==> config.mk <==
export PLATFORM = sky130hd
export DESIGN_NAME = osa_bound
export DESIGN_NICKNAME = d
export VERILOG_FILES = /design/src/osa_pkg.sv /design/src/osa_bound.sv
export SDC_FILE = /design/constraint.sdc
export NUM_CORES = 2
export LEC_CHECK = 0
export ABC_CLOCK_PERIOD_IN_PS = 20000
export BUFFER_PORTS_ARGS = -buffer_cell sky130_fd_sc_hd__buf_2
export CORE_UTILIZATION = 35
export CTS_BUF_LIST = sky130_fd_sc_hd__clkbuf_16
export DETAILED_ROUTE_END_ITERATION = 12
export GPL_ROUTABILITY_DRIVEN = 0
export PLACE_DENSITY_LB_ADDON = 0.2
export SLEW_MARGIN = 20
export SYNTH_ARGS = -nofsm -noshare
export SYNTH_HDL_FRONTEND = slang
export SYNTH_SLANG_ARGS = --single-unit
==> constraint.sdc <==
create_clock -name aclk -period 20 [get_ports aclk]
set_input_delay 1 -clock aclk [delete_from_list [all_inputs] [get_ports aclk]]
set_output_delay 1 -clock aclk [all_outputs]
set_load 0.03 [all_outputs]
==> src/osa_pkg.sv <==
// ----------------------------------------------------------------------------
// osa_pkg
// Shared widths, op codes, control struct and arithmetic helpers for the
// oriented shape bounding box block.
// ----------------------------------------------------------------------------
package osa_pkg;

    localparam int COORD_WIDTH   = 32;
    localparam int ROT_FRAC_BITS = 14;
    localparam int ROT_W         = 16;
    localparam int ROW_W         = 3 * ROT_W;
    localparam int OUT_W         = 36;
    localparam int OP_W          = 3;
    localparam int PROD_W        = ROT_W + COORD_WIDTH;
    localparam int SUM_W         = PROD_W + 2;
    localparam int WIDE_W        = (PROD_W + 3 > OUT_W + 1) ? PROD_W + 3 : OUT_W + 1;

    localparam logic [OP_W-1:0] OP_BOX      = 3'd0;
    localparam logic [OP_W-1:0] OP_SPHERE   = 3'd1;
    localparam logic [OP_W-1:0] OP_CAPSULE  = 3'd2;
    localparam logic [OP_W-1:0] OP_CONE     = 3'd3;
    localparam logic [OP_W-1:0] OP_CYLINDER = 3'd4;
    localparam logic [OP_W-1:0] OP_POINT    = 3'd5;

    localparam logic signed [OUT_W-1:0] OUT_MAX = {1'b0, {(OUT_W-1){1'b1}}};
    localparam logic signed [OUT_W-1:0] OUT_MIN = {1'b1, {(OUT_W-1){1'b0}}};

    typedef struct packed {
        logic            valid;
        logic [OP_W-1:0] op;
        logic            last;
    } ctrl_t;

    function automatic logic [PROD_W-1:0] mag(input logic signed [PROD_W-1:0] x);
        mag = x[PROD_W-1] ? (PROD_W'(0) - x) : x;
    endfunction

    function automatic logic signed [OUT_W-1:0] sat_out(input logic signed [WIDE_W-1:0] x);
        if ((&x[WIDE_W-1:OUT_W-1]) || !(|x[WIDE_W-1:OUT_W-1])) begin
            sat_out = x[OUT_W-1:0];
        end else if (x[WIDE_W-1]) begin
            sat_out = OUT_MIN;
        end else begin
            sat_out = OUT_MAX;
        end
    endfunction

endpackage

==> src/osa_bound.sv <==
// ----------------------------------------------------------------------------
// osa_bound
// Half-extent and hull fold per axis, running min/max accumulator and the
// result register.
// ----------------------------------------------------------------------------
module osa_bound import osa_pkg::*; (
    input  logic                          aclk,
    input  logic                          aresetn,
    input  ctrl_t                         ctrl_i,
    input  logic signed [PROD_W-1:0]      prod_i [3][3],
    input  logic signed [COORD_WIDTH-1:0] pos_i [3],
    input  logic signed [COORD_WIDTH-1:0] rad_i,
    output logic                          back_ready,
    output logic                          m_valid,
    input  logic                          m_ready,
    output logic signed [OUT_W-1:0]       min_o [3],
    output logic signed [OUT_W-1:0]       max_o [3]
);

    logic                       m_valid_reg, m_valid_next;
    logic signed [OUT_W-1:0]    acc_lo_reg [3], acc_lo_next [3];
    logic signed [OUT_W-1:0]    acc_hi_reg [3], acc_hi_next [3];
    logic signed [OUT_W-1:0]    min_reg [3];
    logic signed [OUT_W-1:0]    max_reg [3];
    logic signed [OUT_W-1:0]    lo [3];
    logic signed [OUT_W-1:0]    hi [3];
    logic signed [OUT_W-1:0]    fold_lo [3];
    logic signed [OUT_W-1:0]    fold_hi [3];
    logic signed [OUT_W-1:0]    q_sat [3];
    logic [PROD_W-1:0]          m0 [3], m1 [3], m2 [3];
    logic [SUM_W-1:0]           sum3 [3], sum2 [3];
    logic signed [WIDE_W-1:0]   half_len [3];
    logic signed [WIDE_W-1:0]   h [3];
    logic signed [WIDE_W-1:0]   pw [3];
    logic signed [WIDE_W-1:0]   psum [3];
    logic signed [WIDE_W-1:0]   q [3];
    logic                       is_point, is_shape, emits, out_free, take;

    assign is_point   = (ctrl_i.op == OP_POINT);
    assign is_shape   = (ctrl_i.op == OP_BOX) || (ctrl_i.op == OP_SPHERE)
                     || (ctrl_i.op == OP_CAPSULE) || (ctrl_i.op == OP_CONE)
                     || (ctrl_i.op == OP_CYLINDER);
    assign emits      = is_shape || (is_point && ctrl_i.last);
    assign out_free   = !m_valid_reg || m_ready;
    assign back_ready = !ctrl_i.valid || !emits || out_free;
    assign take       = ctrl_i.valid && back_ready;

    always_comb begin
        for (int i = 0; i < 3; i++) begin
            m0[i]   = mag(prod_i[i][0]);
            m1[i]   = mag(prod_i[i][1]);
            m2[i]   = mag(prod_i[i][2]);
            sum3[i] = SUM_W'(m0[i]) + SUM_W'(m1[i]) + SUM_W'(m2[i]);
            sum2[i] = SUM_W'(m0[i]) + SUM_W'(m1[i]);
            half_len[i] = WIDE_W'(m2[i] >> (ROT_FRAC_BITS + 1));
            pw[i]   = WIDE_W'(pos_i[i]);
            case (ctrl_i.op)
                OP_BOX:      h[i] = WIDE_W'(sum3[i] >> (ROT_FRAC_BITS + 1));
                OP_SPHERE:   h[i] = WIDE_W'(rad_i);
                OP_CAPSULE:  h[i] = half_len[i] + WIDE_W'(rad_i);
                OP_CONE,
                OP_CYLINDER: h[i] = WIDE_W'(sum2[i] >> ROT_FRAC_BITS) + half_len[i];
                default:     h[i] = '0;
            endcase
            lo[i]   = sat_out(pw[i] - h[i]);
            hi[i]   = sat_out(pw[i] + h[i]);
            psum[i] = WIDE_W'(prod_i[i][0]) + WIDE_W'(prod_i[i][1]) + WIDE_W'(prod_i[i][2]);
            q[i]    = (psum[i] >>> ROT_FRAC_BITS) + pw[i];
            q_sat[i]   = sat_out(q[i]);
            fold_lo[i] = (q_sat[i] < acc_lo_reg[i]) ? q_sat[i] : acc_lo_reg[i];
            fold_hi[i] = (q_sat[i] > acc_hi_reg[i]) ? q_sat[i] : acc_hi_reg[i];
        end
    end

    always_comb begin
        acc_lo_next  = acc_lo_reg;
        acc_hi_next  = acc_hi_reg;
        m_valid_next = m_valid_reg && !m_ready;
        if (take && is_point) begin
            for (int i = 0; i < 3; i++) begin
                acc_lo_next[i] = ctrl_i.last ? OUT_MAX : fold_lo[i];
                acc_hi_next[i] = ctrl_i.last ? OUT_MIN : fold_hi[i];
            end
        end
        if (take && emits) begin
            m_valid_next = 1'b1;
        end
    end

    always_ff @(posedge aclk) begin
        if (!aresetn) begin
            m_valid_reg <= 1'b0;
            for (int i = 0; i < 3; i++) begin
                acc_lo_reg[i] <= OUT_MAX;
                acc_hi_reg[i] <= OUT_MIN;
            end
        end else begin
            m_valid_reg <= m_valid_next;
            acc_lo_reg  <= acc_lo_next;
            acc_hi_reg  <= acc_hi_next;
        end
    end

    always_ff @(posedge aclk) begin
        if (take && emits) begin
            for (int i = 0; i < 3; i++) begin
                min_reg[i] <= is_point ? fold_lo[i] : lo[i];
                max_reg[i] <= is_point ? fold_hi[i] : hi[i];
            end
        end
    end

    assign m_valid = m_valid_reg;
    assign min_o   = min_reg;
    assign max_o   = max_reg;

endmodule

; After elaboration in Yosys (flattened, before gate mapping)
; Index checks and enable logic that the tools add are counted.
[word_totals]
register_bits = 433
latchBits = 0
ram_bits = 0
rom_bits = 0
inputBits = 568
output_inout_bits = 218
wordCells = 164
memories = 0
[op_classes]
n_addsub = 36
n_mul = 0
div_mod_pow = 0
n_lt_le_gt_ge = 6
eq_ne = 5
shifts = 0
mux = 49
bitwise_logic = 0
reduce_logical = 55
[op_table]
columns = operator, n
row1 = two-way mux 36 bit, 36
row2 = case mux 51 bit (4 select lines), 3
row3 = two-way mux 48 bit, 9
row4 = "subtractor 1 x 48 -> 48 bit, first input constant", 9
row5 = adder 48 x 48 -> 49 bit, 6
row6 = adder 32 x 51 -> 51 bit, 3
row7 = subtractor 32 x 51 -> 51 bit, 3
row8 = adder 49 x 48 -> 50 bit, 3
row9 = adder 50 x 48 -> 50 bit, 3
row10 = AND reduction 16 bit, 9
row11 = OR reduction 16 bit, 9
row12 = adder 36 x 32 -> 37 bit, 3
row13 = adder 35 x 33 -> 36 bit, 3
row14 = greater-than comparator 36 bit, 3
row15 = less-than comparator 36 bit, 3
row16 = adder 34 x 32 -> 35 bit, 3
row17 = logical OR 1 bit, 17
row18 = zero test 1 bit, 13
row19 = "equality test 3 x 2 -> 1 bit, second input constant", 2
row20 = "equality test 3 bit, second input constant", 2
row21 = logical AND 1 bit, 5
row22 = "equality test 3 x 1 -> 1 bit, second input constant", 1
row23 = zero test 3 bit, 1
row24 = OR reduction 2 bit, 1
row25 = two-way mux 1 bit, 1

; Longest topological paths before layout
[depth]
depth_word = 12
depth_mapped = 50
depth_no_buf = 48

; Worst setup path after synthesis
; No wires, ideal clock.
[synth_path]
path_type = in2reg
from = input port ctrl_i[1] (netlist name)
to = register max_reg, in the netlist max_o[0] (enable)
setup_ns = 0.795
arrival_time_ns = 10.846
required_time_ns = 19.205
setup_slack_ns = 8.359
path_stages = 6
n_path_buf = 2
path_cell_list = clkbuf_1 > buf_1 > nor2b_1 > o21ai_0 > nand2_1 > nor2_1
[synth_via]
elab_chain_cells = 11
word_cells_on_any_way = 17
classes_between = eq/ne: 5 / reduce/logical: 12
[synth_rtl]
columns = element, line
row1 = start: declaration, osa_bound.sv:9  ; input ctrl_t ctrl_i,
row2 = equality test 3 x 1 -> 1 bit or zero test 3 bit (tied branches), osa_bound.sv:40  ; assign is_shape = (ctrl_i.op == OP_BOX) || (ctrl_i.op == OP_SPHERE)
row3 = logical OR 1 bit, osa_bound.sv:40
row4 = logical OR 1 bit (2 in series), osa_bound.sv:41  ; || (ctrl_i.op == OP_CAPSULE) || (ctrl_i.op == OP_CONE)
row5 = logical OR 1 bit, osa_bound.sv:42  ; || (ctrl_i.op == OP_CYLINDER);
row6 = logical OR 1 bit *, osa_bound.sv:43  ; assign emits = is_shape || (is_point && ctrl_i.last);
row7 = zero test 1 bit, osa_bound.sv:45  ; assign back_ready = !ctrl_i.valid || !emits || out_free;
row8 = logical OR 1 bit (2 in series), osa_bound.sv:45
row9 = logical AND 1 bit, osa_bound.sv:46  ; assign take = ctrl_i.valid && back_ready;
row10 = logical AND 1 bit *, osa_bound.sv:105  ; if (take && emits) begin
row11 = end signal: indexed assignment, osa_bound.sv:108  ; max_reg[i] <= is_point ? fold_hi[i] : hi[i];
row12 = end: declaration, osa_bound.sv:24  ; logic signed [OUT_W-1:0] max_reg [3];
; Every way passes the cells marked *; elsewhere a longest branch is shown, timed or not.
; A chain may end at the register's enable or synchronous reset.

; Worst setup path in the final report
[layout_path]
from = input port prod_i[431] (netlist name)
to = register min_reg, in the netlist min_o[97] (data pin)
[layout_via]
elab_chain_cells = 11
word_cells_on_any_way = 25
classes_between = add/sub: 8 / order compare: 1 / mux: 8 / reduce/logical: 8
[layout_rtl]
columns = element, line
row1 = start: declaration, osa_bound.sv:10  ; input logic signed [PROD_W-1:0] prod_i [3][3],
row2 = subtractor 1 x 48 -> 48 bit, osa_pkg.sv:35  ; mag = x[PROD_W-1] ? (PROD_W'(0) - x) : x;
row3 = two-way mux 48 bit, osa_pkg.sv:35
row4 = adder 48 x 48 -> 49 bit, "osa_bound.sv:53, osa_bound.sv:54"
row5 = adder 50 x 48 -> 50 bit or adder 35 x 33 -> 36 bit (tied branches), "osa_bound.sv:53, osa_bound.sv:62"
row6 = case mux 51 bit (4 select lines), osa_bound.sv:57  ; case (ctrl_i.op)
row7 = subtractor 32 x 51 -> 51 bit, osa_bound.sv:65  ; lo[i] = sat_out(pw[i] - h[i]);
row8 = OR reduction 16 bit, osa_pkg.sv:39  ; if ((&x[WIDE_W-1:OUT_W-1]) || !(|x[WIDE_W-1:OUT_W-1])) begin
row9 = zero test 1 bit, osa_pkg.sv:39
row10 = logical OR 1 bit, osa_pkg.sv:39
row11 = two-way mux 36 bit, osa_pkg.sv:39
row12 = two-way mux 36 bit *, osa_bound.sv:107  ; min_reg[i] <= is_point ? fold_lo[i] : lo[i];
row13 = end signal: indexed assignment, osa_bound.sv:107
row14 = end: declaration, osa_bound.sv:23  ; logic signed [OUT_W-1:0] min_reg [3];
; Marks and branches as above.

==> reports/qor.yml <==
cts_buffers: 42
whs_endpoint: "acc_lo_reg[50]$_SDFFE_PN1P_"
cts_resized: 0
fin_crit_ps: 13100
hold_buffers: 0
status: "complete, no violations"
syn_area_sq_um: 82900
clk_latency_ps: 590
path_class: "input port to flop"
grt_pass1_wl_um: 512000
slowest_stage: "a2111oi_0"
worstHoldStart: "acc_lo_reg[50]$_SDFFE_PN1P_"
cts_setup_buffers: 0
route.detailed.drc: 0
required_ps: 20390
die_area_sq_um: 239000
min_path_type: "flop to flop"
final.fill_count: 24436
synth_fp_nets: 12492
core_region_area_sq_um: 235000
drive_gt1_share_pct: 10.2
async_reset_ff_share_pct: 0
skew_ps: 15.4
multi_input_area_sq_um: 68600
finalCritPeriodShare_pct: 65.5
dp.cells: 14237
utilization_pct: 39.1
pwr_density_cell_nw_per_um2: 147
first_pass_iters: 6
maxCapViolCount: 0
postLayoutCellArea_sq_um: 92000
cts.sinks: 433
final_hold_viol_count: 0
die_w_um: 489
end_kind: "flop"
power.leakage_uw: 0.0405
hold_depth: 1
whs_ps: 490
ir_drop_uv: 109
initial_core_util_pct: 35.2
track_usage_pct: 28.4
synth_ff_type: "dfxtp_1"
clk_pin_slew_ps: 70
final_nets: 13071
cts_tree: "built"
drt_wl_total_um: 357000
cts-root-buf: "clkbuf_16"
syn-instance-count: 10553
final_common_cell: "ha_1"
htree_levels: 2
path_buf_inv: 3
ys_seq_area_share_pct: 13.1
ff2ff_path_depth: 15
drtIter0Drc: 8301
area_growth_pct: 11.0
vias_per_cell: 5.95
yosys_warnings: 0
wire_per_inst_um: 24.9
dpl_cell_area_sq_um: 90500
clk_path_buf_depth: 3
synth.distinct_cells: 97
ant_nets: 0
drv_slew: 0
slew-limit-headroom_pct: 13.3
synth-edff-count: 216
setup_viol: 0
fin_cells: 14365
via_count: 85437
antenna_found_initial: 112
cp_top_family: "compound AO/OA/AOI/OAI gates"
ios: 786
r2r-start: "acc_lo_reg[65]$_SDFFE_PN1P_"
cpPeakStageDelay_ps: 920
r2r_slack_ps: 15130
grt_pass1_vias: 78830
final_cell_mix: "1212 x ha_1, 898 x xnor2_1, 880 x a21oi_1"
die_h_um: 489
hpwl_um: 302000
grt-ovfl-total: 0
syn_avg_cell_area_sq_um: 7.85
synth_seq_cells: 433
rows: 178
crit_arrival_ps: 13490
seq_area_sq_um: 10800
startpoint_type: "input port"
worst_r2r_endpoint: "acc_lo_reg[61]$_SDFFE_PN1P_"
grt_max_degree: 151
setup_tns_ps: 0
critPathMaxFanout: 50
place.port_buffers: 785
grt_setup_unrepaired: "false"
max_freq_mhz: 76.4
worstMarginPinSlew_ps: 1300
==> layer usage <==
layer	part of all wire (%)	up-vias	track usage, %
met5	0.15	-	0
met4	5.4	84	13.7
met3	8.5	629	5.07
met2	42	3621	42.3
met1	44	40730	39.1
li1	-	40373	-
==> cell usage after synthesis (all sizes together), types with 29 or more instances <==
cell	count	share of area [%]
mux2i	178	2.1
ha	1212	18
nand2b	142	1.1
o221ai	52	0.55
a221oi	72	0.77
o21a	140	1.3
buf	37	0.19
o41ai	60	0.65
a211oi	99	0.90
fa	159	3.8
clkbuf	331	1.5
o22ai	46	0.35
and4	29	0.31
nand4	116	0.88
a21oi	880	5.3
nor4	65	0.50
a2111oi	36	0.38
dfxtp	217	5.2
o21ai	624	3.8
o22a	107	1.1
or2	64	0.49
a22oi	185	1.7
o21bai	128	1.2
or3	130	1.0
nor3	186	1.1
xor2	242	2.6
nor2	772	3.5
a21o	505	4.6
nor2b	131	0.99
xnor2	899	9.5
o31ai	159	1.5
a211o	37	0.39
nand3	212	1.3
o211ai	84	0.76
a31oi	81	0.61
and3	114	0.86
nand2	702	3.2
a21boi	35	0.32
edfxtp	216	7.8
or4	91	0.84
inv	603	2.7
a221o	29	0.35
and2	46	0.35
==> cell type report <==
cell class | instances | area share [%]
repair buffers | 903 | 5.25
flip-flops and latches | 433 | 11.8
clock buffers | 48 | 1.31
inverters | 605 | 2.47
diodes | 49 | 0.133
clock inverters | 30 | 0.180
multi-input cells | 9147 | 74.6
well taps | 3150 | 4.29
==> how the worst max path moves through the flow <==
stage                 from                    to  cells after the start
2_1_floorplan    ctrl_i[1]    max_o[0]$_DFFE_PP_                      6
3_3_place_gp   prod_i[431]  min_o[104]$_DFFE_PP_                     40
3_5_place_dp   prod_i[431]   min_o[97]$_DFFE_PP_                     40
4_1_cts        prod_i[431]   min_o[97]$_DFFE_PP_                     40
5_1_grt        prod_i[431]   min_o[96]$_DFFE_PP_                     40
6_report       prod_i[431]   min_o[97]$_DFFE_PP_                     40
==> worst register-to-register path, cell delays in order (launching register included) <==
cell and delay [ps]:
dfxtp_1 370, inv_1 60, ha_1 290, nand4_1 110
or2_2 330, or3_1 420, or4_1 590, a21oi_1 180
o41ai_1 120, nor3b_1 180, mux2_2 300, o21bai_4 350
buf_4 540, or2_1 390, buf_4 400, o22a_1 200
==> kinds of logic (layout without fill, tap and decap cells) <==
group / count (synthesis) / count (layout) / share of synthesized area (%)
AOI/OAI and AO/OA: 3592 / 3592 / 29.0
and+or+nand+nor: 2844 / 2844 / 16.8
adders and majority gates: 1377 / 1377 / 22.2
xor gates and xnor gates: 1141 / 1141 / 12.1
buffers and inverters: 973 / 1586 / 4.43
DFF: 433 / 433 / 13.1
muxes: 193 / 193 / 2.39
other: 0 / 49 / 0
==> metrics by stage <==
step / power (uW) / setup slack, ps
after floorplan: 8720 / 8360
after global placement: 12200 / 6700
after detailed placement: 12300 / 6610
after CTS: 13200 / 7200
after global routing: 14400 / 6080
final: 13500 / 6900
==> power breakdown <==
group | switching (uW) | total, uW | internal [uW] | leakage [uW]
clock network | 393 | 837 | 444 | 0.000722
logic | 7310 | 11400 | 4090 | 0.0360
registers | 84.7 | 1240 | 1160 | 0.00378
total | 7790 | 13500 | 5690 | 0.0405
(Power assumes the default switching activity.)
